File: config.mk
export PLATFORM = sky130hd
export DESIGN_NAME = utf8_validate_truncate
export DESIGN_NICKNAME = d
export VERILOG_FILES = /design/src/sv/u8vt_pkg.sv /design/src/sv/u8vt_front.sv /design/src/sv/u8vt_queue.sv /design/src/sv/u8vt_back.sv /design/src/sv/utf8_validate_truncate.sv
export VERILOG_INCLUDE_DIRS = /design/src /design/src/sv
export SDC_FILE = /design/constraint.sdc
export NUM_CORES = 1
export LEC_CHECK = 0
export BUFFER_PORTS_ARGS = -buffer_cell sky130_fd_sc_hd__buf_2
export CORE_MARGIN = 3
export CORE_UTILIZATION = 53
export DETAILED_ROUTE_END_ITERATION = 8
export HOLD_SLACK_MARGIN = 0.02
export PLACE_DENSITY = 0.7
export SLEW_MARGIN = 25
export SYNTH_ARGS = -nofsm -noshare
export SYNTH_HDL_FRONTEND = slang
export SYNTH_HIERARCHICAL = 1
export SYNTH_SLANG_ARGS = --single-unit
File: constraint.sdc
create_clock -name clk -period 16.4 [get_ports clk]
set_clock_uncertainty 0.05 [all_clocks]
set_input_delay 3.28 -clock clk [delete_from_list [all_inputs] [get_ports clk]]
set_output_delay 3.28 -clock clk [all_outputs]
set_load 0.02 [all_outputs]
File: src/sv/assert_macros.svh
// ----------------------------------------------------------------------------
// assertion macros
// concurrent checks sampled on clk, held off while rst is high
// ----------------------------------------------------------------------------
`ifndef ASSERT_MACROS_SVH
`define ASSERT_MACROS_SVH

// implication or plain property, checked every clock outside reset
`define U8VT_ASSERT(label, prop, msg) \
  label: assert property (@(posedge clk) disable iff (rst) (prop)) else $error(msg);

// condition that must never hold outside reset
`define U8VT_NEVER(label, cond, msg) \
  label: assert property (@(posedge clk) disable iff (rst) !(cond)) else $error(msg);

`endif

File: src/sv/u8vt_pkg.sv
// ----------------------------------------------------------------------------
// u8vt_pkg
// shared types, constants and lead byte decode for the utf-8 validator
// ----------------------------------------------------------------------------
`timescale 1ns / 1ps

package u8vt_pkg;

  localparam int MAX_SEQ_BYTES = 6;
  localparam int LEN_W         = $clog2(MAX_SEQ_BYTES + 1);
  localparam int SEQ_IDX_W     = $clog2(MAX_SEQ_BYTES);
  localparam int Q_DEPTH       = 2;
  localparam int Q_PTR_W       = $clog2(Q_DEPTH);

  localparam logic [1:0] KIND_DATA      = 2'd0;
  localparam logic [1:0] KIND_ACCEPTED  = 2'd1;
  localparam logic [1:0] KIND_ILLEGAL   = 2'd2;
  localparam logic [1:0] KIND_CUT_SHORT = 2'd3;

  localparam logic OP_DATA = 1'b0;
  localparam logic OP_END  = 1'b1;

  localparam logic [15:0] MAX_CHARS_RESET = 16'hFFFF;

  // lead class boundaries
  localparam logic [7:0] LEAD2_MIN   = 8'hC2;
  localparam logic [7:0] LEAD3_MIN   = 8'hE0;
  localparam logic [7:0] LEAD4_MIN   = 8'hF0;
  localparam logic [7:0] LEAD5_MIN   = 8'hF8;
  localparam logic [7:0] LEAD6_MIN   = 8'hFC;
  localparam logic [7:0] LEAD_BAD_HI = 8'hFE;

  // overlong limits: lead below *_LEAD needs second byte at least *_SECOND
  localparam logic [7:0] OVL3_LEAD   = 8'hE1;
  localparam logic [7:0] OVL3_SECOND = 8'hA0;
  localparam logic [7:0] OVL4_LEAD   = 8'hF1;
  localparam logic [7:0] OVL4_SECOND = 8'h90;
  localparam logic [7:0] OVL5_LEAD   = 8'hF9;
  localparam logic [7:0] OVL5_SECOND = 8'h88;
  localparam logic [7:0] OVL6_LEAD   = 8'hFD;
  localparam logic [7:0] OVL6_SECOND = 8'h84;

  localparam logic [7:0] CONT_MIN = 8'h80;
  localparam logic [7:0] CONT_MAX = 8'hBF;

  typedef struct packed {
    logic       operation;
    logic [7:0] in_byte;
  } in_item_t;

  typedef struct packed {
    logic [7:0] out_byte;
    logic [1:0] kind;
    logic       last;
  } out_item_t;

  // one character or one status, as queued between front and back
  typedef struct packed {
    logic [1:0]                          kind;
    logic [LEN_W-1:0]                    len;
    logic [MAX_SEQ_BYTES-1:0][7:0]       bytes;
  } job_t;

  // character length from lead byte, 0 for an illegal lead
  function automatic logic [LEN_W-1:0] lead_length(input logic [7:0] b);
    logic [LEN_W-1:0] n;
    if (b < CONT_MIN)         n = LEN_W'(1);
    else if (b < LEAD2_MIN)   n = LEN_W'(0);
    else if (b < LEAD3_MIN)   n = LEN_W'(2);
    else if (b < LEAD4_MIN)   n = LEN_W'(3);
    else if (b < LEAD5_MIN)   n = LEN_W'(4);
    else if (b < LEAD6_MIN)   n = LEN_W'(5);
    else if (b < LEAD_BAD_HI) n = LEN_W'(6);
    else                      n = LEN_W'(0);
    return n;
  endfunction

endpackage

File: src/sv/u8vt_front.sv
// ----------------------------------------------------------------------------
// u8vt_front
// gathers bytes into characters, validates them and queues output jobs
// ----------------------------------------------------------------------------
`timescale 1ns / 1ps

module u8vt_front (
  input  logic               clk,
  input  logic               rst,
  input  logic               in_fire,
  input  u8vt_pkg::in_item_t din,
  input  logic [15:0]        max_chars,
  output logic               job_push,
  output u8vt_pkg::job_t     job
);

  localparam int LW = u8vt_pkg::LEN_W;
  localparam int IW = u8vt_pkg::SEQ_IDX_W;

  logic [u8vt_pkg::MAX_SEQ_BYTES-1:0][7:0] seq_bytes, seq_bytes_next;
  logic [LW-1:0] seq_need, seq_need_next;
  logic [LW-1:0] seq_have, seq_have_next;
  logic [15:0]   chars_seen, chars_seen_next;
  logic          error_latched, error_latched_next;
  logic          bad, bad_next;

  logic [LW-1:0] lead_n;
  logic [LW-1:0] char_len;
  logic          complete;
  logic          overlong;
  logic [7:0]    b;

  assign b      = din.in_byte;
  assign lead_n = u8vt_pkg::lead_length(b);

  // overlong test on the second byte, by character length
  always_comb begin
    case (seq_need)
      LW'(3):  overlong = (seq_bytes[0] < u8vt_pkg::OVL3_LEAD) && (b < u8vt_pkg::OVL3_SECOND);
      LW'(4):  overlong = (seq_bytes[0] < u8vt_pkg::OVL4_LEAD) && (b < u8vt_pkg::OVL4_SECOND);
      LW'(5):  overlong = (seq_bytes[0] < u8vt_pkg::OVL5_LEAD) && (b < u8vt_pkg::OVL5_SECOND);
      LW'(6):  overlong = (seq_bytes[0] < u8vt_pkg::OVL6_LEAD) && (b < u8vt_pkg::OVL6_SECOND);
      default: overlong = 1'b0;
    endcase
  end

  always_comb begin
    seq_bytes_next     = seq_bytes;
    seq_need_next      = seq_need;
    seq_have_next      = seq_have;
    chars_seen_next    = chars_seen;
    error_latched_next = error_latched;
    bad_next           = bad;
    complete           = 1'b0;
    char_len           = seq_need;
    job_push           = 1'b0;
    job                = '0;

    if (in_fire) begin
      if (din.operation == u8vt_pkg::OP_END) begin
        job_push = 1'b1;
        job.len  = LW'(1);
        if (error_latched)        job.kind = u8vt_pkg::KIND_ILLEGAL;
        else if (seq_need != '0)  job.kind = u8vt_pkg::KIND_CUT_SHORT;
        else                      job.kind = u8vt_pkg::KIND_ACCEPTED;
        seq_need_next      = '0;
        seq_have_next      = '0;
        chars_seen_next    = '0;
        error_latched_next = 1'b0;
      end else if (!error_latched) begin
        if (seq_need == '0) begin
          // lead byte
          if (lead_n == '0 || lead_n > LW'(u8vt_pkg::MAX_SEQ_BYTES)) begin
            error_latched_next = 1'b1;
          end else begin
            seq_bytes_next[0] = b;
            seq_have_next     = LW'(1);
            seq_need_next     = lead_n;
            bad_next          = 1'b0;
            char_len          = lead_n;
            complete          = (lead_n == LW'(1));
          end
        end else begin
          // continuation byte
          seq_bytes_next[seq_have[IW-1:0]] = b;
          if (b < u8vt_pkg::CONT_MIN || b > u8vt_pkg::CONT_MAX) bad_next = 1'b1;
          if (seq_have == LW'(1) && overlong) bad_next = 1'b1;
          seq_have_next = seq_have + LW'(1);
          complete      = (seq_have + LW'(1) == seq_need);
        end

        if (complete) begin
          seq_need_next = '0;
          seq_have_next = '0;
          if (bad_next) begin
            error_latched_next = 1'b1;
          end else if (chars_seen < max_chars) begin
            job_push        = 1'b1;
            job.kind        = u8vt_pkg::KIND_DATA;
            job.len         = char_len;
            job.bytes       = seq_bytes_next;
            chars_seen_next = chars_seen + 16'd1;
          end
        end
      end
    end
  end

  always_ff @(posedge clk) begin
    seq_bytes <= seq_bytes_next;
    bad       <= bad_next;
    if (rst) begin
      seq_need      <= '0;
      seq_have      <= '0;
      chars_seen    <= '0;
      error_latched <= 1'b0;
    end else begin
      seq_need      <= seq_need_next;
      seq_have      <= seq_have_next;
      chars_seen    <= chars_seen_next;
      error_latched <= error_latched_next;
    end
  end

endmodule

File: src/sv/u8vt_queue.sv
// ----------------------------------------------------------------------------
// u8vt_queue
// short job queue between front and back
// ----------------------------------------------------------------------------
`timescale 1ns / 1ps

module u8vt_queue (
  input  logic           clk,
  input  logic           rst,
  input  logic           wr_en,
  input  u8vt_pkg::job_t wr_job,
  input  logic           rd_en,
  output u8vt_pkg::job_t rd_job,
  output logic           q_full,
  output logic           q_empty
);

  localparam int PW = u8vt_pkg::Q_PTR_W;
  localparam int CW = $clog2(u8vt_pkg::Q_DEPTH + 1);

  u8vt_pkg::job_t mem [u8vt_pkg::Q_DEPTH];

  logic [PW-1:0] wr_ptr;
  logic [PW-1:0] rd_ptr;
  logic [CW-1:0] count;

  assign q_full  = (count == CW'(u8vt_pkg::Q_DEPTH));
  assign q_empty = (count == '0);
  assign rd_job  = mem[rd_ptr];

  always_ff @(posedge clk) begin
    if (wr_en) mem[wr_ptr] <= wr_job;
  end

  always_ff @(posedge clk) begin
    if (rst) begin
      wr_ptr <= '0;
      rd_ptr <= '0;
      count  <= '0;
    end else begin
      if (wr_en) wr_ptr <= (wr_ptr == PW'(u8vt_pkg::Q_DEPTH - 1)) ? '0 : wr_ptr + PW'(1);
      if (rd_en) rd_ptr <= (rd_ptr == PW'(u8vt_pkg::Q_DEPTH - 1)) ? '0 : rd_ptr + PW'(1);
      if (wr_en && !rd_en)      count <= count + CW'(1);
      else if (rd_en && !wr_en) count <= count - CW'(1);
    end
  end

endmodule

File: src/sv/u8vt_back.sv
// ----------------------------------------------------------------------------
// u8vt_back
// unrolls queued jobs into results, one per cycle while results are popped, behind an output register
// ----------------------------------------------------------------------------
`timescale 1ns / 1ps

module u8vt_back (
  input  logic                clk,
  input  logic                rst,
  input  logic                q_valid,
  input  u8vt_pkg::job_t      q_job,
  output logic                q_pop,
  input  logic                pop,
  output logic                empty,
  output u8vt_pkg::out_item_t dout
);

  localparam int LW = u8vt_pkg::LEN_W;
  localparam int IW = u8vt_pkg::SEQ_IDX_W;

  logic [IW-1:0] idx;
  logic          out_valid;
  logic          load;
  logic          is_last;

  assign empty   = !out_valid;
  assign load    = q_valid && (!out_valid || pop);
  assign is_last = (LW'(idx) + LW'(1) == q_job.len);
  assign q_pop   = load && is_last;

  always_ff @(posedge clk) begin
    if (load) begin
      dout.out_byte <= q_job.bytes[idx];
      dout.kind     <= q_job.kind;
      dout.last     <= is_last;
    end
  end

  always_ff @(posedge clk) begin
    if (rst) begin
      out_valid <= 1'b0;
      idx       <= '0;
    end else begin
      if (load)     out_valid <= 1'b1;
      else if (pop) out_valid <= 1'b0;
      if (load) idx <= is_last ? '0 : idx + IW'(1);
    end
  end

endmodule

File: src/sv/utf8_validate_truncate.sv
// ----------------------------------------------------------------------------
// utf8_validate_truncate
// utf-8 validator that passes through the first max_chars characters
// ----------------------------------------------------------------------------
// Strings come in one byte per request, closed by an end-of-string request.
// The front end takes one request per cycle while the queue is not full:
// it sorts lead bytes by class, gathers the continuation bytes, checks
// their range and the overlong forms, and on a good character (while fewer
// than max_chars went out) queues it as one job; every end request queues
// one status job (accepted, illegal, or cut short). The back end unrolls
// a job into results, one per cycle while the output register is popped.
// A two-entry job queue sits between the halves; full is high while both
// entries are taken, which is the only input stall. Once a string is
// illegal its remaining data bytes are dropped until the end request.
// Bytes sent before a later error are not withdrawn. max_chars resets to
// 65535 and should be written only while the block is idle.
// ----------------------------------------------------------------------------
`timescale 1ns / 1ps
`include "assert_macros.svh"

module utf8_validate_truncate (
  input  logic                clk,
  input  logic                rst,
  // input side
  input  logic                push,
  output logic                full,
  input  u8vt_pkg::in_item_t  din,
  // result side
  output logic                empty,
  input  logic                pop,
  output u8vt_pkg::out_item_t dout,
  // configuration
  input  logic                cfg_we,
  input  logic [15:0]         cfg_data
);

  logic [15:0]    max_chars;   // characters passed before truncation
  logic           in_fire;     // input request taken this cycle
  logic           job_push;    // front queues a character or status
  u8vt_pkg::job_t job;
  u8vt_pkg::job_t head_job;
  logic           q_full;
  logic           q_empty;
  logic           q_pop;

  // configuration register
  always_ff @(posedge clk) begin
    if (rst) begin
      max_chars <= u8vt_pkg::MAX_CHARS_RESET;
    end else if (cfg_we) begin
      max_chars <= cfg_data;
    end
  end

  // input stalls only on a full job queue
  assign full    = q_full;
  assign in_fire = push && !full;

  // front: classify, gather, validate, count characters
  u8vt_front u_front (
    .clk       (clk),
    .rst       (rst),
    .in_fire   (in_fire),
    .din       (din),
    .max_chars (max_chars),
    .job_push  (job_push),
    .job       (job)
  );

  // job queue decoupling front and back
  u8vt_queue u_queue (
    .clk     (clk),
    .rst     (rst),
    .wr_en   (job_push),
    .wr_job  (job),
    .rd_en   (q_pop),
    .rd_job  (head_job),
    .q_full  (q_full),
    .q_empty (q_empty)
  );

  // back: one result per cycle into the output register while results are popped
  u8vt_back u_back (
    .clk     (clk),
    .rst     (rst),
    .q_valid (!q_empty),
    .q_job   (head_job),
    .q_pop   (q_pop),
    .pop     (pop),
    .empty   (empty),
    .dout    (dout)
  );

  // front never writes into a full queue
  `U8VT_NEVER(a_no_push_when_full, job_push && q_full, "job queued while queue full")

  // every end request yields a status job
  `U8VT_ASSERT(a_end_makes_job, (in_fire && din.operation == u8vt_pkg::OP_END) |-> job_push, "end request without status job")

  // status results are single, zero-byte and marked last
  `U8VT_ASSERT(a_status_shape, (!empty && dout.kind != u8vt_pkg::KIND_DATA) |-> (dout.last && dout.out_byte == 8'd0), "malformed status result")

endmodule
==> results.py <==
metrics = {
    "status": {
        "outcome": "completed",
    },
    "worst_hold_path": {
        "hold_path.class": "reg2reg",
        "holdPathStages": 2,
        "holdCritStartpoint": "u_front/chars_seen[7]$_SDFFE_PP0P_",
        "min_to": "u_front/chars_seen[7]$_SDFFE_PP0P_",
    },
    "place": {
        "port_buffers": 42,
        "dp_hpwl_um": 13000,
        "finalWeightedCongestion": 0.852,
        "placedCellCount": 991,
    },
    "drt": {
        "drc": 0,
        "drt-vias-per-instance": 5.91,
        "dr.pass1.iters": 4,
        "wl_um": 20400,
        "drt-initial-drc-count": 380,
        "vias": 6098,
        "detail_route.wl_per_cell_um": 19.8,
        "ant_nets": 0,
    },
    "cells_and_area": {
        "stdcell_count": 1031,
        "insertedDiodeCount": 0,
        "nets": 836,
        "drive_gt1_frac": 0.253,
        "syn2layout_area_growth_pct": 10.1,
    },
    "setup_path": {
        "critical_path_class": "in2reg",
        "endpoint_kind": "register",
        "critPathMostFrequentCell": "nand2_1",
        "cp_top_family": "simple AND/OR/NAND/NOR gates",
        "critPathBufInv": 2,
        "worst_path_max_delay_cell": "nor2b_4",
        "ff2ff_path_depth": 9,
        "cp.required_ns": 16.48,
        "rr_startpoint": "u_front/seq_have[0]$_SDFFE_PP0P_",
        "max_stage_delay_ns": 0.60,
        "startpoint_type": "input pin",
        "cp_max_fo": 33,
        "r2r_end": "u_queue/mem[0][52]$_DFFE_PP_",
        "rrSetupSlack_ns": 12.26,
        "cp.arrival_ns": 6.24,
        "path_cells": "buf_2, nor2b_1, nand2b_1, nor2_1, o211ai_1, a21oi_1, nand2_1, nand2_1, nor2b_4, buf_4",
    },
    "sta": {
        "fin_crit_sh": 0.375,
        "timing.fmax_mhz": 162,
        "fin_setup_tns_ns": 0,
        "setup_viol": 0,
        "slew_viol_final": 0,
        "period_needed_ns": 6.16,
        "finalHoldViolations": 0,
        "rsz0062_at_grt": "no",
        "relSlewSlack": 0.324,
        "worst_slew_pin_slew_ns": 1.01,
    },
    "power_and_ir_drop": {
        "total_power_mw": 1.55,
        "pwr-share-comb": 0.228,
        "intPower_mw": 1.12,
        "netSwitchingFraction": 0.278,
        "switching_power_mw": 0.431,
        "p_leak_nw": 4.00,
        "clock_power_share": 0.305,
        "vdd_drop_max_uv": 68.5,
        "p_seq_frac": 0.467,
        "cellPowerDensity_mw_per_mm2": 140,
    },
    "clocking": {
        "htreeDepth": 1,
        "numCtsBuffers": 22,
        "cts_setup_buffers": 0,
        "cts.repair.resized": 0,
        "ctsHoldBuffers": 0,
        "clock-sinks": 214,
        "cts_root_buf": "clkbuf_16",
        "clock_latency_ns": 0.50,
        "clk_path_buf_depth": 3,
        "clk_pin_slew_ns": 0.06,
        "cts_tree": "yes",
    },
    "yosys": {
        "ys_seq_area_frac": 0.591,
        "ys_top_cells_by_area": "edfxtp_1 50%, mux2_2 11%, dfxtp_1 9.5%",
        "async_flop_share": 0,
        "ys_ff_latch": 214,
        "syn_nets": 807,
        "ys_warn_count": 6,
        "synth.top_cell.area_share": 0.495,
        "synth_cells": 757,
        "synth_area_leader_cell": "edfxtp_1",
        "synth_ff_type": "edfxtp_1",
        "syn_area_mm2": 0.0101,
        "synth_area_per_cell_um2": 13.3,
        "synth-edff-count": 166,
        "ys_types": 58,
    },
    "die": {
        "dieArea_mm2": 0.0207,
        "dieHeight_um": 144,
        "start_util": 0.549,
        "core-area_mm2": 0.0183,
        "io_pins": 43,
        "placementRows": 49,
        "fp.dieW_um": 144,
    },
    "global_route": {
        "grt_pass1_vias": 6389,
        "grt_max_degree": 54,
        "grt_pass1_wl_um": 32800,
        "grt_overflow": 0,
        "antenna_found_initial": 1,
        "grt_use_total": 0.201,
    },
    "run": {
        "cap_violations": 0,
    },
}
[metrics by stage]
stage / setup slack [ns] / cell area (um^2) / hold slack, ns / util
detailed placement: 9.76 / 10400 / 0.441 / 0.567
finish: 10.24 / 11100 / 0.452 / 0.604
global placement: 9.97 / 10400 / 0.434 / 0.566
floorplan: 8.88 / 10100 / 0.411 / -
global route: 10.02 / 11100 / 0.482 / 0.604
CTS: 10.27 / 11100 / 0.452 / 0.604
[cell usage after synthesis, types with 2 or more instances]
cell,number
o311ai_0,2
and3_1,6
inv_1,37
nand2_1,26
inv_2,2
nor4_1,2
o21ai_1,2
mux2_2,100
nand2b_1,10
or4_1,16
nor2_1,19
o41ai_1,2
o22ai_1,8
o31ai_1,14
nand3_1,11
xnor2_1,6
a211o_1,17
o21ai_0,12
dfxtp_1,48
and3b_1,2
a31oi_1,2
o21a_1,3
mux4_2,8
a21o_1,5
xor2_1,3
buf_6,11
clkbuf_1,17
edfxtp_1,166
or3_1,8
nor3_1,10
nand3b_1,2
mux2i_1,11
buf_2,12
a21oi_1,38
nor2b_1,68
ha_1,20
nand4_1,7
and2_1,4
[power groups by stage]
stage          Combinational [mW]  Clock [mW]  Sequential [mW]
2_1_floorplan               0.256           0            0.744
3_3_place_gp                0.348           0            0.729
3_5_place_dp                0.356           0            0.735
4_1_cts                     0.358       0.483            0.724
5_1_grt                     0.385       0.505            0.731
6_report                    0.353       0.471            0.723
[layer usage]
| layer | wire (um) | part of all wire | global-route usage |
|---|---|---|---|
| met1 | 8580 | 0.42 | 0.250 |
| met2 | 10400 | 0.51 | 0.361 |
| met3 | 767 | 0.038 | 0.0300 |
| met4 | 578 | 0.028 | 0.0664 |
| met5 | 7 | 0.00034 | 0 |
[sequential cells by signal, summed over array words and instances (netlist names), named ones only]
register	cells
max_chars	16
u_back/dout	11
u_back/idx	3
u_back/out_valid	1
u_front/bad	1
u_front/chars_seen	16
u_front/error_latched	1
u_front/seq_bytes	48
u_front/seq_have	3
u_front/seq_need	3
u_queue/count	2
u_queue/mem	106
u_queue/rd_ptr	1
u_queue/wr_ptr	1
[worst min-delay path: stages (launching register included)]
cell and delay, ns:
dfxtp_1 0.33, o31ai_1 0.07, a21oi_1 0.06
[cell families after synthesis]
logic type                 after synthesis  synth area share
DFF                                    214             0.591
and+or+nand+nor                        197             0.113
muxes                                  119             0.141
AOI/OAI and AO/OA                      115            0.0781
buffers and inverters                   81            0.0403
adders and majority gates               20            0.0249
xor gates and xnor gates                11            0.0118
[layout make-up]
cell class              instances  area (um^2)
fillers                      1393         7250
flip-flops and latches        214         5950
multi-input cells             462         3760
clock buffers                  34          626
well taps                     229          287
repair buffers                 47          248
inverters                      39          146
clock inverters                 6         63.8
[cells in the final DEF (no fill, tap or decap), types with 5 or more instances in the layout]
cell type / instances
nor2b_1: 67
buf_4: 5
nand3_1: 10
dfxtp_1: 47
a21oi_1: 38
edfxtp_1: 166
a211o_1: 17
ha_1: 20
mux4_2: 8
mux2_2: 100
or3_1: 8
o22ai_1: 8
mux2i_1: 11
clkbuf_1: 9
nand2b_1: 10
o31ai_1: 14
a21o_1: 5
xnor2_1: 6
o21ai_0: 12
inv_1: 37
and3_1: 6
nor3_1: 8
buf_2: 42
nand4_1: 7
nor2_1: 16
nand2_1: 26
or4_1: 16
clkbuf_16: 22
[worst max-delay path by stage]
stage | start | end | slack, ns | depth (start not counted)
floorplan | din[7] | u_queue/mem[0][0]$_DFFE_PP_ | 8.88 | 8
global placement | din[4] | u_queue/mem[0][51]$_DFFE_PP_ | 9.97 | 9
detailed placement | push | u_queue/mem[0][52]$_DFFE_PP_ | 9.76 | 10
CTS | push | u_queue/mem[0][52]$_DFFE_PP_ | 10.27 | 10
global route | push | u_queue/mem[0][52]$_DFFE_PP_ | 10.02 | 10
finish | push | u_queue/mem[0][52]$_DFFE_PP_ | 10.24 | 10
No activity file was read; power rests on OpenSTA's default activity.
